File: config.mk
export PLATFORM = sky130hd
export DESIGN_NAME = cfd_cell
export DESIGN_NICKNAME = d
export VERILOG_FILES = /design/src/hw/rtl/cfd_pkg.sv /design/src/hw/rtl/cfd_cell.sv
export SDC_FILE = /design/constraint.sdc
export NUM_CORES = 1
export LEC_CHECK = 0
export BUFFER_PORTS_ARGS = -buffer_cell sky130_fd_sc_hd__buf_2
export CELL_PAD_IN_SITES_DETAIL_PLACEMENT = 0
export CELL_PAD_IN_SITES_GLOBAL_PLACEMENT = 1
export CORE_ASPECT_RATIO = 2
export CORE_MARGIN = 10
export CORE_UTILIZATION = 34
export DETAILED_ROUTE_END_ITERATION = 10
export PLACE_DENSITY_LB_ADDON = 0.25
export SETUP_SLACK_MARGIN = 0.3
export SYNTH_ARGS = -nofsm -noshare
export SYNTH_HDL_FRONTEND = slang
export SYNTH_SLANG_ARGS = --single-unit
File: constraint.sdc
create_clock -name clk_i -period 0.9 [get_ports clk_i]
set_input_delay 0.09 -clock clk_i [delete_from_list [all_inputs] [get_ports clk_i]]
set_output_delay 0.09 -clock clk_i [all_outputs]
set_load 0.01 [all_outputs]
File: src/hw/rtl/cfd_pkg.sv
package cfd_pkg;

  // defaults for the top-level parameters
  localparam int unsigned MaxTapsDef       = 64;
  localparam int unsigned SampleWidthDef   = 16;
  localparam int unsigned CoefWidthDef     = 16;
  localparam int unsigned MaxDecimationDef = 64;

  localparam int unsigned TapIndexWidth = 6;
  localparam int unsigned CfgDataWidth  = 7;
  localparam int unsigned CfgIndexWidth = 1;

  // request kinds
  localparam logic ACT_FILTER = 1'b0;
  localparam logic ACT_LOAD   = 1'b1;

  // register indexes
  localparam logic [CfgIndexWidth-1:0] REG_DECIMATION = 1'b0;
  localparam logic [CfgIndexWidth-1:0] REG_TAP_COUNT  = 1'b1;

  localparam logic [CfgDataWidth-1:0] DecimationReset = 7'd1;
  localparam logic [CfgDataWidth-1:0] TapCountReset   = 7'd64;

  typedef enum logic [1:0] {
    ST_IDLE,
    ST_RUN,
    ST_ACCUM,
    ST_DONE
  } state_e;

  typedef struct packed {
    logic shift;   // new sample enters, history moves one cell down the line
    logic rotate;  // history and taps circulate one cell toward the head
  } cell_ctrl_t;

  typedef struct packed {
    logic clear;    // start a new sum
    logic capture;  // take the product of the head cell
    logic used;     // the head cell's tap is within the tap count
  } mac_ctrl_t;

endpackage

File: src/hw/rtl/cfd_cell.sv
module cfd_cell
  import cfd_pkg::*;
#(
  parameter int unsigned SAMPLE_WIDTH = SampleWidthDef,
  parameter int unsigned COEF_WIDTH   = CoefWidthDef
) (
  input  logic                           clk_i,
  input  logic                           rst_ni,
  input  cell_ctrl_t                     ctrl_i,
  input  logic                           load_i,
  input  logic signed [COEF_WIDTH-1:0]   load_value_i,
  input  logic signed [SAMPLE_WIDTH-1:0] shift_i_i,
  input  logic signed [SAMPLE_WIDTH-1:0] shift_q_i,
  input  logic signed [SAMPLE_WIDTH-1:0] rot_i_i,
  input  logic signed [SAMPLE_WIDTH-1:0] rot_q_i,
  input  logic signed [COEF_WIDTH-1:0]   rot_coef_i,
  output logic signed [SAMPLE_WIDTH-1:0] hist_i_o,
  output logic signed [SAMPLE_WIDTH-1:0] hist_q_o,
  output logic signed [COEF_WIDTH-1:0]   coef_o
);

  logic signed [SAMPLE_WIDTH-1:0] hist_i_q, hist_q_q;
  logic signed [COEF_WIDTH-1:0]   coef_q;

  always_ff @(posedge clk_i or negedge rst_ni) begin
    if (!rst_ni) begin
      hist_i_q <= '0;
      hist_q_q <= '0;
      coef_q   <= '0;
    end else begin
      priority if (ctrl_i.rotate) begin
        hist_i_q <= rot_i_i;
        hist_q_q <= rot_q_i;
        coef_q   <= rot_coef_i;
      end else if (ctrl_i.shift) begin
        hist_i_q <= shift_i_i;
        hist_q_q <= shift_q_i;
      end else if (load_i) begin
        coef_q <= load_value_i;
      end else begin
        // hold
      end
    end
  end

  assign hist_i_o = hist_i_q;
  assign hist_q_o = hist_q_q;
  assign coef_o   = coef_q;

endmodule

==> results.cfg <==
[timing]
fin_crit_sh_pct = 102
report.final.setup_viol = 17
worst_pin_slew_ps = 312
rsz0062_at_grt = yes
finalMaxSlewViolations = 0
fmax_ghz = 1.09
setup_ws_ps = -18.3
skew_ps = 0
hold_viol = 0
period_needed_ps = 918
relSlewSlack_pct = 79.2

[place]
dp.cells = 470
place_area_um2 = 3780
pre_cts_slack_ps = -53.1
port_buffers = 148
dp_hpwl_um = 6500
gp_congestion = 0.684

[floorplan]
start_util_pct = 34.8
dieArea_um2 = 12800
die_x_um = 85.1
design.core.area_um2 = 8290
die_h_um = 150
fp-row-count = 47
ios = 149

[global_routing]
grt_pass1_vias = 2629
grt_pass1_wl_um = 13600
antenna_found_initial = 0
grt_max_degree = 49
grt_overflow = 0
track_usage_pct = 13.0

[synth]
synth_cell_type_count = 19
yosysWarnings = 0
muxShareOfSynthArea_pct = 11.1
synthesis.area_um2 = 2880
synth_nets = 329
synth_fa_ha_area_share_pct = 0
synth-compound-area-share_pct = 16.1
synth-simple-area-share_pct = 21.2
synth_top_family_by_area = simple AND/OR/NAND/NOR gates
seq_area_frac_synth_pct = 41.6
ys_ff_latch = 48
syn_area_per_cell_um2 = 12.6
synth-xor-area-share_pct = 0
syn_inst = 228

[detailed_routing]
via_per_inst = 4.76
drt-total-wl_um = 8700
wl_per_cell_um = 17.6
drc = 0
drtIter0Drc = 45
vias = 2349
ant_nets = 0
drt-pass1-iter-count = 4

[worst_setup_path]
critPathMaxStageDelay_ps = 400
cp_data_arrival_time_ps = 830
path_class = reg2out
path_buf_inv = 1
path_delay_family = flip-flops
path_cells = buf_2
critPathRequiredTime_ps = 810
end_kind = primary output
cp_slowest_cell = dfrtp_1
cp_max_fo = 2
cp-start-kind = flip-flop

[power_and_ir_drop]
p_leak_nw = 2.19
peakVddDrop_mv = 0.809
power_per_cell_area_nw_per_um2 = 1420

[clock_network]
clk_latency_ps = 280
cts_sinks = 48
h-tree-depth = 2
path_clk_slew_ps = 70
numCtsBuffers = 5
clockBufferDepth = 2
cts_tree = built
clockRootBuffer = clkbuf_16

[finish]
final_util_pct = 52.4
area_delta_synth_final_pct = 50.7
stdcell_count = 494
final_cell_area_um2 = 4350
drive_above_1_share_pct = 70.5
diodes = 0
fin_nets = 496

[run_status]
violations = negative setup slack
status = complete, but fails checks

[min_path]
hp-class = in2reg

[flow_run]
cap_violations = 0
-- metal layers --
layer / track usage, % / vias up / share of wire [%]
met2: 23.5 / 83 / 56
met3: 5.25 / 5 / 8.3
met5: 0 / - / 0
met4: 3.48 / 0 / 1.0
li1: - / 1139 / -
met1: 13.5 / 1122 / 34
-- placed cells by master (no fill, tap or decap) --
| cell | Yosys | routed |
|---|---|---|
| o311ai_2 | 6 | 14 |
| inv_1 | 16 | 13 |
| dfrtp_1 | 48 | 48 |
| buf_4 | 4 | 13 |
| clkinv_2 | 0 | 2 |
| o311ai_1 | 10 | 2 |
| o21ai_2 | 32 | 32 |
| nand2_2 | 6 | 6 |
| mux2i_2 | 0 | 2 |
| clkbuf_8 | 0 | 1 |
| clkbuf_16 | 0 | 6 |
| nand4bb_1 | 16 | 16 |
| nand2_1 | 12 | 12 |
| inv_2 | 0 | 3 |
| buf_12 | 6 | 11 |
| mux2i_4 | 0 | 5 |
| dlygate4sd3_1 | 0 | 1 |
| buf_6 | 2 | 27 |
| and2b_4 | 1 | 1 |
| mux2i_1 | 32 | 25 |
| buf_2 | 1 | 126 |
| nand2_4 | 30 | 30 |
-- kinds of logic after synthesis --
family,after synthesis
AOI/OAI and AO/OA,48
buffers and inverters,35
and+or+nand+nor,65
DFF,48
muxes,32
-- registers in the layout, summed over array words and instances, names as in the netlist --
name and count:
hist_q_o 16, coef_o 16, hist_i_o 16
-- synth_stat cells, drive strengths merged --
library cell / count / area (um^2)
dlymetal6s2s: 2 / 25.0
dfrtp: 48 / 1200
and2b: 1 / 10.0
dlygate4sd1: 1 / 8.76
o21ai: 32 / 280
buf: 13 / 178
o311ai: 16 / 185
mux2i: 32 / 320
nand2: 48 / 420
clkbuf: 3 / 15.0
nand4bb: 16 / 180
inv: 16 / 60.1
-- final timing paths --
path                       cells after the start                  endpoint  slack (ps)                    start
max                                            1                 coef_o[0]         -20    coef_o[0]$_DFFE_PN0P_
min                                            3   hist_i_o[4]$_DFFE_PN0P_          20               rot_i_i[4]
max reg2reg                                    3   hist_i_o[8]$_DFFE_PN0P_          40  hist_i_o[8]$_DFFE_PN0P_
min reg2reg                                    2   hist_q_o[7]$_DFFE_PN0P_         540  hist_q_o[7]$_DFFE_PN0P_
max in group asynchronous                      3  hist_q_o[12]$_DFFE_PN0P_         340                   rst_ni
min in group asynchronous                      3     coef_o[9]$_DFFE_PN0P_         370                   rst_ni
-- report_power, final --
group	switching, mW	leakage, nW	internal, mW	total (mW)
sequential	0.131	0.580	2.36	2.50
combinational	0.820	1.53	0.951	1.77
clock	0.805	0.0766	1.10	1.90
total	1.76	2.19	4.41	6.17
-- worst register-to-register path, stage by stage, from the launching register on --
cell     delay, ps
dfrtp_1        400
buf_4          140
mux2i_1        150
o21ai_2         60
-- cell type report --
cell class	count	area (um^2)
Fill cell	759	3950
Multi-Input combinational cell	145	1530
Timing Repair Buffer	179	1290
Sequential cell	48	1200
Clock buffer	6	139
Tap cell	98	123
Inverter	16	60.1
Clock inverter	2	10.0
-- per-stage QoR --
| step | hold WS (ps) | total power, mW | setup TNS [ps] |
|---|---|---|---|
| 3_3_place_gp | 103 | 3.97 | -102 |
| 3_5_place_dp | 103 | 3.99 | -506 |
| 2_1_floorplan | -206 | 3.31 | 0 |
| 5_1_grt | 11.0 | 6.52 | -1430 |
| 4_1_cts | 8.03 | 6.08 | -476 |
| 6_report | 15.4 | 6.17 | -117 |
-- timing repair --
item | in CTS | in global routing
endpoints found under the hold margin | 48 | 0
resized for setup | 19 | 32
cloned | 0 | 1
pin swaps | 13 | 8
setup buffers | 6 | 8
setup endpoints to repair | 96 | 124
hold buffers | 1 | 0
Note: power is estimated with default switching activity, not from simulation.
