<file path="src/hw/rtl/cfd_pkg.sv">
package cfd_pkg;

  // defaults for the top-level parameters
  localparam int unsigned MaxTapsDef       = 64;
  localparam int unsigned SampleWidthDef   = 16;
  localparam int unsigned CoefWidthDef     = 16;
  localparam int unsigned MaxDecimationDef = 64;

  localparam int unsigned TapIndexWidth = 6;
  localparam int unsigned CfgDataWidth  = 7;
  localparam int unsigned CfgIndexWidth = 1;

  // request kinds
  localparam logic ACT_FILTER = 1'b0;
  localparam logic ACT_LOAD   = 1'b1;

  // register indexes
  localparam logic [CfgIndexWidth-1:0] REG_DECIMATION = 1'b0;
  localparam logic [CfgIndexWidth-1:0] REG_TAP_COUNT  = 1'b1;

  localparam logic [CfgDataWidth-1:0] DecimationReset = 7'd1;
  localparam logic [CfgDataWidth-1:0] TapCountReset   = 7'd64;

  typedef enum logic [1:0] {
    ST_IDLE,
    ST_RUN,
    ST_ACCUM,
    ST_DONE
  } state_e;

  typedef struct packed {
    logic shift;   // new sample enters, history moves one cell down the line
    logic rotate;  // history and taps circulate one cell toward the head
  } cell_ctrl_t;

  typedef struct packed {
    logic clear;    // start a new sum
    logic capture;  // take the product of the head cell
    logic used;     // the head cell's tap is within the tap count
  } mac_ctrl_t;

endpackage

</file>
<file path="src/hw/rtl/cfd_mac.sv">
module cfd_mac
  import cfd_pkg::*;
#(
  parameter int unsigned MAX_TAPS     = MaxTapsDef,
  parameter int unsigned SAMPLE_WIDTH = SampleWidthDef,
  parameter int unsigned COEF_WIDTH   = CoefWidthDef
) (
  input  logic                           clk_i,
  input  logic                           rst_ni,
  input  mac_ctrl_t                      ctrl_i,
  input  logic signed [SAMPLE_WIDTH-1:0] head_i_i,
  input  logic signed [SAMPLE_WIDTH-1:0] head_q_i,
  input  logic signed [COEF_WIDTH-1:0]   head_coef_i,
  output logic signed [SAMPLE_WIDTH-1:0] res_i_o,
  output logic signed [SAMPLE_WIDTH-1:0] res_q_o,
  output logic                           sat_o
);

  localparam int unsigned PW = SAMPLE_WIDTH + COEF_WIDTH;
  localparam int unsigned AW = PW + $clog2(MAX_TAPS);

  // half an lsb of the result, upper and lower output bounds
  localparam logic signed [AW:0] Rnd =
    {{(AW - COEF_WIDTH + 2){1'b0}}, 1'b1, {(COEF_WIDTH - 2){1'b0}}};
  localparam logic signed [AW:0] MaxV =
    {{(AW - SAMPLE_WIDTH + 2){1'b0}}, {(SAMPLE_WIDTH - 1){1'b1}}};
  localparam logic signed [AW:0] MinV =
    {{(AW - SAMPLE_WIDTH + 2){1'b1}}, {(SAMPLE_WIDTH - 1){1'b0}}};

  logic signed [PW-1:0] prod_i_q, prod_q_q;
  logic                 prod_en_q;
  logic signed [AW-1:0] acc_i_q, acc_q_q;
  logic                 sat_i, sat_q;

  // round to nearest, ties up, then clip; msb of the result flags clipping
  function automatic logic [SAMPLE_WIDTH:0] finish(input logic signed [AW-1:0] a);
    logic signed [AW:0] r;
    logic signed [AW:0] s;
    r = $signed({a[AW-1], a}) + Rnd;
    s = r >>> (COEF_WIDTH - 1);
    if (s > MaxV) begin
      finish = {1'b1, MaxV[SAMPLE_WIDTH-1:0]};
    end else if (s < MinV) begin
      finish = {1'b1, MinV[SAMPLE_WIDTH-1:0]};
    end else begin
      finish = {1'b0, s[SAMPLE_WIDTH-1:0]};
    end
  endfunction

  always_ff @(posedge clk_i or negedge rst_ni) begin
    if (!rst_ni) begin
      prod_en_q <= 1'b0;
    end else if (ctrl_i.clear) begin
      prod_en_q <= 1'b0;
    end else begin
      prod_en_q <= ctrl_i.capture && ctrl_i.used;
    end
  end

  always_ff @(posedge clk_i) begin
    prod_i_q <= PW'(head_i_i) * PW'(head_coef_i);
    prod_q_q <= PW'(head_q_i) * PW'(head_coef_i);
  end

  always_ff @(posedge clk_i) begin
    if (ctrl_i.clear) begin
      acc_i_q <= '0;
      acc_q_q <= '0;
    end else if (prod_en_q) begin
      acc_i_q <= acc_i_q + {{(AW - PW){prod_i_q[PW-1]}}, prod_i_q};
      acc_q_q <= acc_q_q + {{(AW - PW){prod_q_q[PW-1]}}, prod_q_q};
    end
  end

  assign {sat_i, res_i_o} = finish(acc_i_q);
  assign {sat_q, res_q_o} = finish(acc_q_q);
  assign sat_o = sat_i | sat_q;

endmodule

</file>
<file path="config.mk">
export PLATFORM = sky130hd
export DESIGN_NAME = cfd_mac
export DESIGN_NICKNAME = d
export VERILOG_FILES = /design/src/hw/rtl/cfd_pkg.sv /design/src/hw/rtl/cfd_mac.sv
export SDC_FILE = /design/constraint.sdc
export NUM_CORES = 2
export LEC_CHECK = 0
export ABC_AREA = 1
export BUFFER_PORTS_ARGS = -buffer_cell sky130_fd_sc_hd__buf_2
export CORE_MARGIN = 3
export CORE_UTILIZATION = 60
export DETAILED_ROUTE_END_ITERATION = 12
export HOLD_SLACK_MARGIN = 0.15
export PLACE_DENSITY = 0.8
export SETUP_SLACK_MARGIN = 0.2
export SYNTH_ARGS = -nofsm -noshare
export SYNTH_HDL_FRONTEND = slang
export SYNTH_SLANG_ARGS = --single-unit
</file>
<file path="constraint.sdc">
create_clock -name clk_i -period 2.03 [get_ports clk_i]
set_input_delay 0.406 -clock clk_i [delete_from_list [all_inputs] [get_ports clk_i]]
set_output_delay 0.406 -clock clk_i [all_outputs]
set_load 0.1 [all_outputs]
</file>
==> results of run 1 <==
-- stage by stage --
step	worst slack [ps]	hold slack (ps)	setup TNS (ps)	instances
2_1_floorplan	-3109	110.4	-158340	4489
3_3_place_gp	-3542	184.7	-200210	5795
3_5_place_dp	-3707	185.7	-209270	5795
4_1_cts	-3025	153.2	-180130	5911
-- layer usage --
metal,GRT overflow,GRT usage
met5,2,0.4294
met3,18,0.7650
met2,452,0.9919
met4,270,0.8968
met1,15,0.8223
-- logic make-up after synthesis --
group	Yosys count	share of synthesized area
buf+inv	1292	0.1544
simple gates	1783	0.2274
flops	141	0.08940
compound gates	387	0.06768
fa+ha+maj	766	0.4278
xor+xnor	120	0.03323
-- repair_timing --
action / in CTS
setup buffers: 79
pin swaps: 285
setup endpoints to repair: 153
gates cloned: 3
hold buffers: 2
hold endpoints to repair: 2
resized for setup: 515
==> metrics.md, run 1 <==
| Metric | Value |
|---|---|
| Yosys top cell by area | `fa_1` |
| Warnings from Yosys | `0` |
| Mapped Nets | `5308` |
| Last step reached | `5_1_grt` |
| Synth Area per Inst | `7.046 µm²` |
| Post-GRT worst EP | `prod_i_q[20]$_DFF_P_/D` |
| Most frequent cell after synthesis | `nand2_1` |
| Worst EP Category | `register data pin` |
| Site row count | `83` |
| Ys async rst share | `0.007092` |
| Pin count of the biggest net entering global routing | `73` |
| Chip width | `235.6 µm` |
| Cells after Synth | `4489` |
| Initial Util | `0.6116` |
| Cell Area, Synth | `31630 µm²` |
| TritonCTS buffer count | `17` |
| Largest cells by area after synthesis | `fa_1 33%, nand2_1 14%, inv_1 14%` |
| CTS Sinks | `141` |
| # port buffers | `85` |
| Run Error | `[ERROR GRT-0232] Routing congestion too high. Check the congestion heatmap in the GUI.` |
| Commonest cells in the netlist | `1160 x nand2_1, 1159 x inv_1, 526 x fa_1` |
| Routability cong. | `0.9872` |
| Post-DP HPWL | `85.38 mm` |
| # IOs | `86` |
| Outcome | `aborted with a tool error` |
| Sequential fraction of the synthesis area | `0.08940` |
| Die Span Y | `235.6 µm` |
| Grt ovf | `757` |
| Yosys cell types | `43` |
| Post-DP Area | `40580 µm²` |
| Share of the synthesized area in the top cell type | `0.3329` |
| Clock Tree Root | `clkbuf_16` |
| #FFs+latches synth | `141` |
| CTS Buffer Depth | `2` |
| Most used flip-flop cell after synthesis | `dfxtp_1` |
| H-tree lvl count | `4` |
| GR Util All Layers | `0.8573` |
| Post-synth EDFFs | `0` |
==> inputs of run 2 (changes only) <==
- CORE_UTILIZATION: 60 -> 40
- HOLD_SLACK_MARGIN: 0.15 -> unset
- PLACE_DENSITY: 0.8 -> unset
- PLACE_DENSITY_LB_ADDON: unset -> 0.15
- SETUP_SLACK_MARGIN: 0.2 -> unset
- clock period: 2.03 -> 2.65 ns (I/O delays scaled with it)
==> metrics.md, run 2 <==
| Metric | Value |
|---|---|
| Reg-to-reg startpoint | `acc_i_q[15]` |
| 1st-iter DRT viols | `1687` |
| Final Skew | `13.75 ps` |
| TritonCTS buffer count | `17 (unchanged)` |
| Internal reg-to-reg setup slack | `150 ps` |
| Commonest cells in the netlist | `1160 x nand2_1, 1159 x inv_1, 526 x fa_1 (unchanged)` |
| Fin. Hold Viols | `0` |
| Grt ovf | `0` |
| Commonest cells after routing, fill and taps aside | `995 x inv_1, 946 x nand2_1, 460 x fa_1` |
| Routed Antenna Nets | `0` |
| Clk slew on worst S/H paths | `70 ps` |
| Failing checks | `setup timing` |
| Die Span Y | `287.2 µm (was 235.6 µm)` |
| Crit path max-delay family | `adder cells` |
| Setup Crit Path Kind | `input pin to flip-flop` |
| CTS Buffer Depth | `2 (unchanged)` |
| Relative max-transition margin | `0.5378` |
| Yosys cell types | `43 (unchanged)` |
| Biggest registers after layout | `acc_i_q x38, acc_q_q x38` |
| Die ar. | `82490 µm²` |
| # IOs | `86 (unchanged)` |
| Max-slew violations | `0` |
| WP buf/inv | `10` |
| Pin count of the biggest net entering global routing | `74` |
| Worst path slowest cell | `fa_2` |
| Clock Tree Root | `clkbuf_16 (unchanged)` |
| Largest cells by area after synthesis | `fa_1 33%, nand2_1 14%, inv_1 14% (unchanged)` |
| Synth-to-Final Area Change | `39.06%` |
| Fin worst setup slack | `-2438 ps` |
| Warnings from Yosys | `0 (unchanged)` |
| Crit path DAT | `5430 ps` |
| CTS Sinks | `141 (unchanged)` |
| Antenna violations before repair | `0` |
| Worst-path cell chain | `buf_12, buf_8, buf_4, nand2_2, inv_2, fa_2, inv_2, fa_1, inv_2, fa_1, inv_2, fa_1, inv_1, fa_1, fa_2, ha_4, buf_4, inv_4, o21bai_4, a221oi_2, nand3_2, xnor2_2` |
| Post-Layout Cell Count | `6128` |
| Layout cell share with drive strength beyond 1 | `0.3051` |
| Most used flip-flop cell after synthesis | `dfxtp_1 (unchanged)` |
| Sequential fraction of the synthesis area | `0.08940 (unchanged)` |
| Final Routed Wirelength | `99.11 mm` |
| Vias in the first global route | `30180` |
| Post-synth EDFFs | `0 (unchanged)` |
| # port buffers | `85 (unchanged)` |
| Share of the synthesized area in the top cell type | `0.3329 (unchanged)` |
| WL/cell | `16.17 µm` |
| CTS tree | `built` |
| Wire length of the first global-routing pass | `159.0 mm` |
| Max-Cap Viols | `0` |
| Final setup fails | `88` |
| Gr busiest metal | `met2` |
| Remaining DRCs | `0` |
| #FFs+latches synth | `141 (unchanged)` |
| Via count | `29010` |
| Met2 Track Usage GR | `0.3963` |
| Most common cell after layout, fill and taps aside | `inv_1` |
| Peak Freq | `196.5 MHz` |
| Crit end category | `flip-flop` |
| Outcome | `finished, violations left (was aborted with a tool error)` |
| Via density | `4.734` |
| Hold Crit Class | `input pin to flip-flop` |
| Ys async rst share | `0.007092 (unchanged)` |
| Site row count | `102 (was 83)` |
| Critical path required time | `2990 ps` |
| Yosys top cell by area | `fa_1 (unchanged)` |
| Cells after Synth | `4489 (unchanged)` |
| Clock Latency Late Sink | `460 ps` |
| CP startpoint | `head_q_i[15]` |
| Routability cong. | `0.9457 (was 0.9872)` |
| CP peak stage delay | `560 ps` |
| Chip width | `287.2 µm (was 235.6 µm)` |
| Register area | `2939 µm²` |
| Post-DP HPWL | `81.80 mm (was 85.38 mm)` |
| RSZ-0062 raised after global routing | `true` |
| Met3 Use GR | `0.03172` |
| Min cycle time layout | `5088 ps` |
| Hold path start | `ctrl_i[0]` |
| Worst-margin pin slew | `692.5 ps` |
| GR Util All Layers | `0.2435` |
| Startpoint type of the worst setup path | `input pin` |
| Cell Area, Synth | `31630 µm² (unchanged)` |
| H-tree lvl count | `4 (unchanged)` |
| M1 GR Usage | `0.3415` |
| Nets | `5893` |
| Pre-CTS setup slack | `-3172 ps (was -3707 ps)` |
| Placed cell count | `5944 (was 5795)` |
| Mapped Nets | `5308 (unchanged)` |
| Period utilisation layout | `1.920` |
| Filler instances | `7291` |
| Crit-path max FO | `6` |
| DRT Pass-1 Iters | `6` |
| Multi-input gate area | `27710 µm²` |
| Most frequent cell after synthesis | `nand2_1 (unchanged)` |
| Initial Util | `0.4063 (was 0.6116)` |
| Synth Area per Inst | `7.046 µm² (unchanged)` |
| Core area | `77850 µm²` |
run 2: cell counts after synthesis:
No cell type changed its count.
run 2: timing repair:
action,CTS,global route
pin swaps,303,178
buffers inserted,96,53
hold buffers,1,0
gates resized for setup,635,317
hold endpoints to repair,1,0
cloned,8,0
endpoints found under the setup margin,88,94
run 2: layout make-up:
type,count,share of cell area
multi-input combinational,3057,0.6301
timing repair buffer,695,0.1611
inverter,1162,0.09990
sequential,141,0.06682
tap,1040,0.02958
clock buffer,19,0.009842
clock inverter,13,0.002645
antenna,1,0.00005689
run 2: layer usage:
layer,routed length (µm),vias up
met3,4846,111
met1,46590,13890
li1,-,14400
met2,45290,616
met4,2384,0
met5,0,-
run 2: worst paths after layout:
check / to / cells past startpoint
hold reg to reg: acc_i_q[12] / 2
min in group asynchronous: prod_en_q / 2
setup reg to reg: acc_i_q[34] / 13
hold / removal: prod_en_q / 3
setup / recovery: prod_q_q[31] / 22
max in group asynchronous: prod_en_q / 2
run 2: metrics by stage:
stage          hold WS, ps  utilization  instance area, µm²  TNS [ps]
6_report             274.3       0.5650               43990   -122970
5_1_grt              279.7       0.5650               43980   -135220
4_1_cts              248.7       0.5477               42640   -119900
3_5_place_dp         307.6       0.4993               38870   -153700
3_3_place_gp         305.1       0.4993               38870   -152210
2_1_floorplan        234.4            -               34010   -115510
run 2: cells by family after synthesis:
group | Yosys count | synth area share
AND/OR/NAND/NOR | 1783 | 0.2274
buffers and inverters | 1292 | 0.1544
adder cells (fa/ha/maj) | 766 | 0.4278
AO/OA/AOI/OAI | 387 | 0.06768
flip-flops | 141 | 0.08940
XOR/XNOR | 120 | 0.03323
run 2: worst min-delay path, stage by stage:
cell     delay, ps
buf_2           90
nand2_1         50
nor2_1          30
Power of run 2 is not shown: default switching activity piles up to over one toggle a cycle in this logic, so the estimate is an artifact.
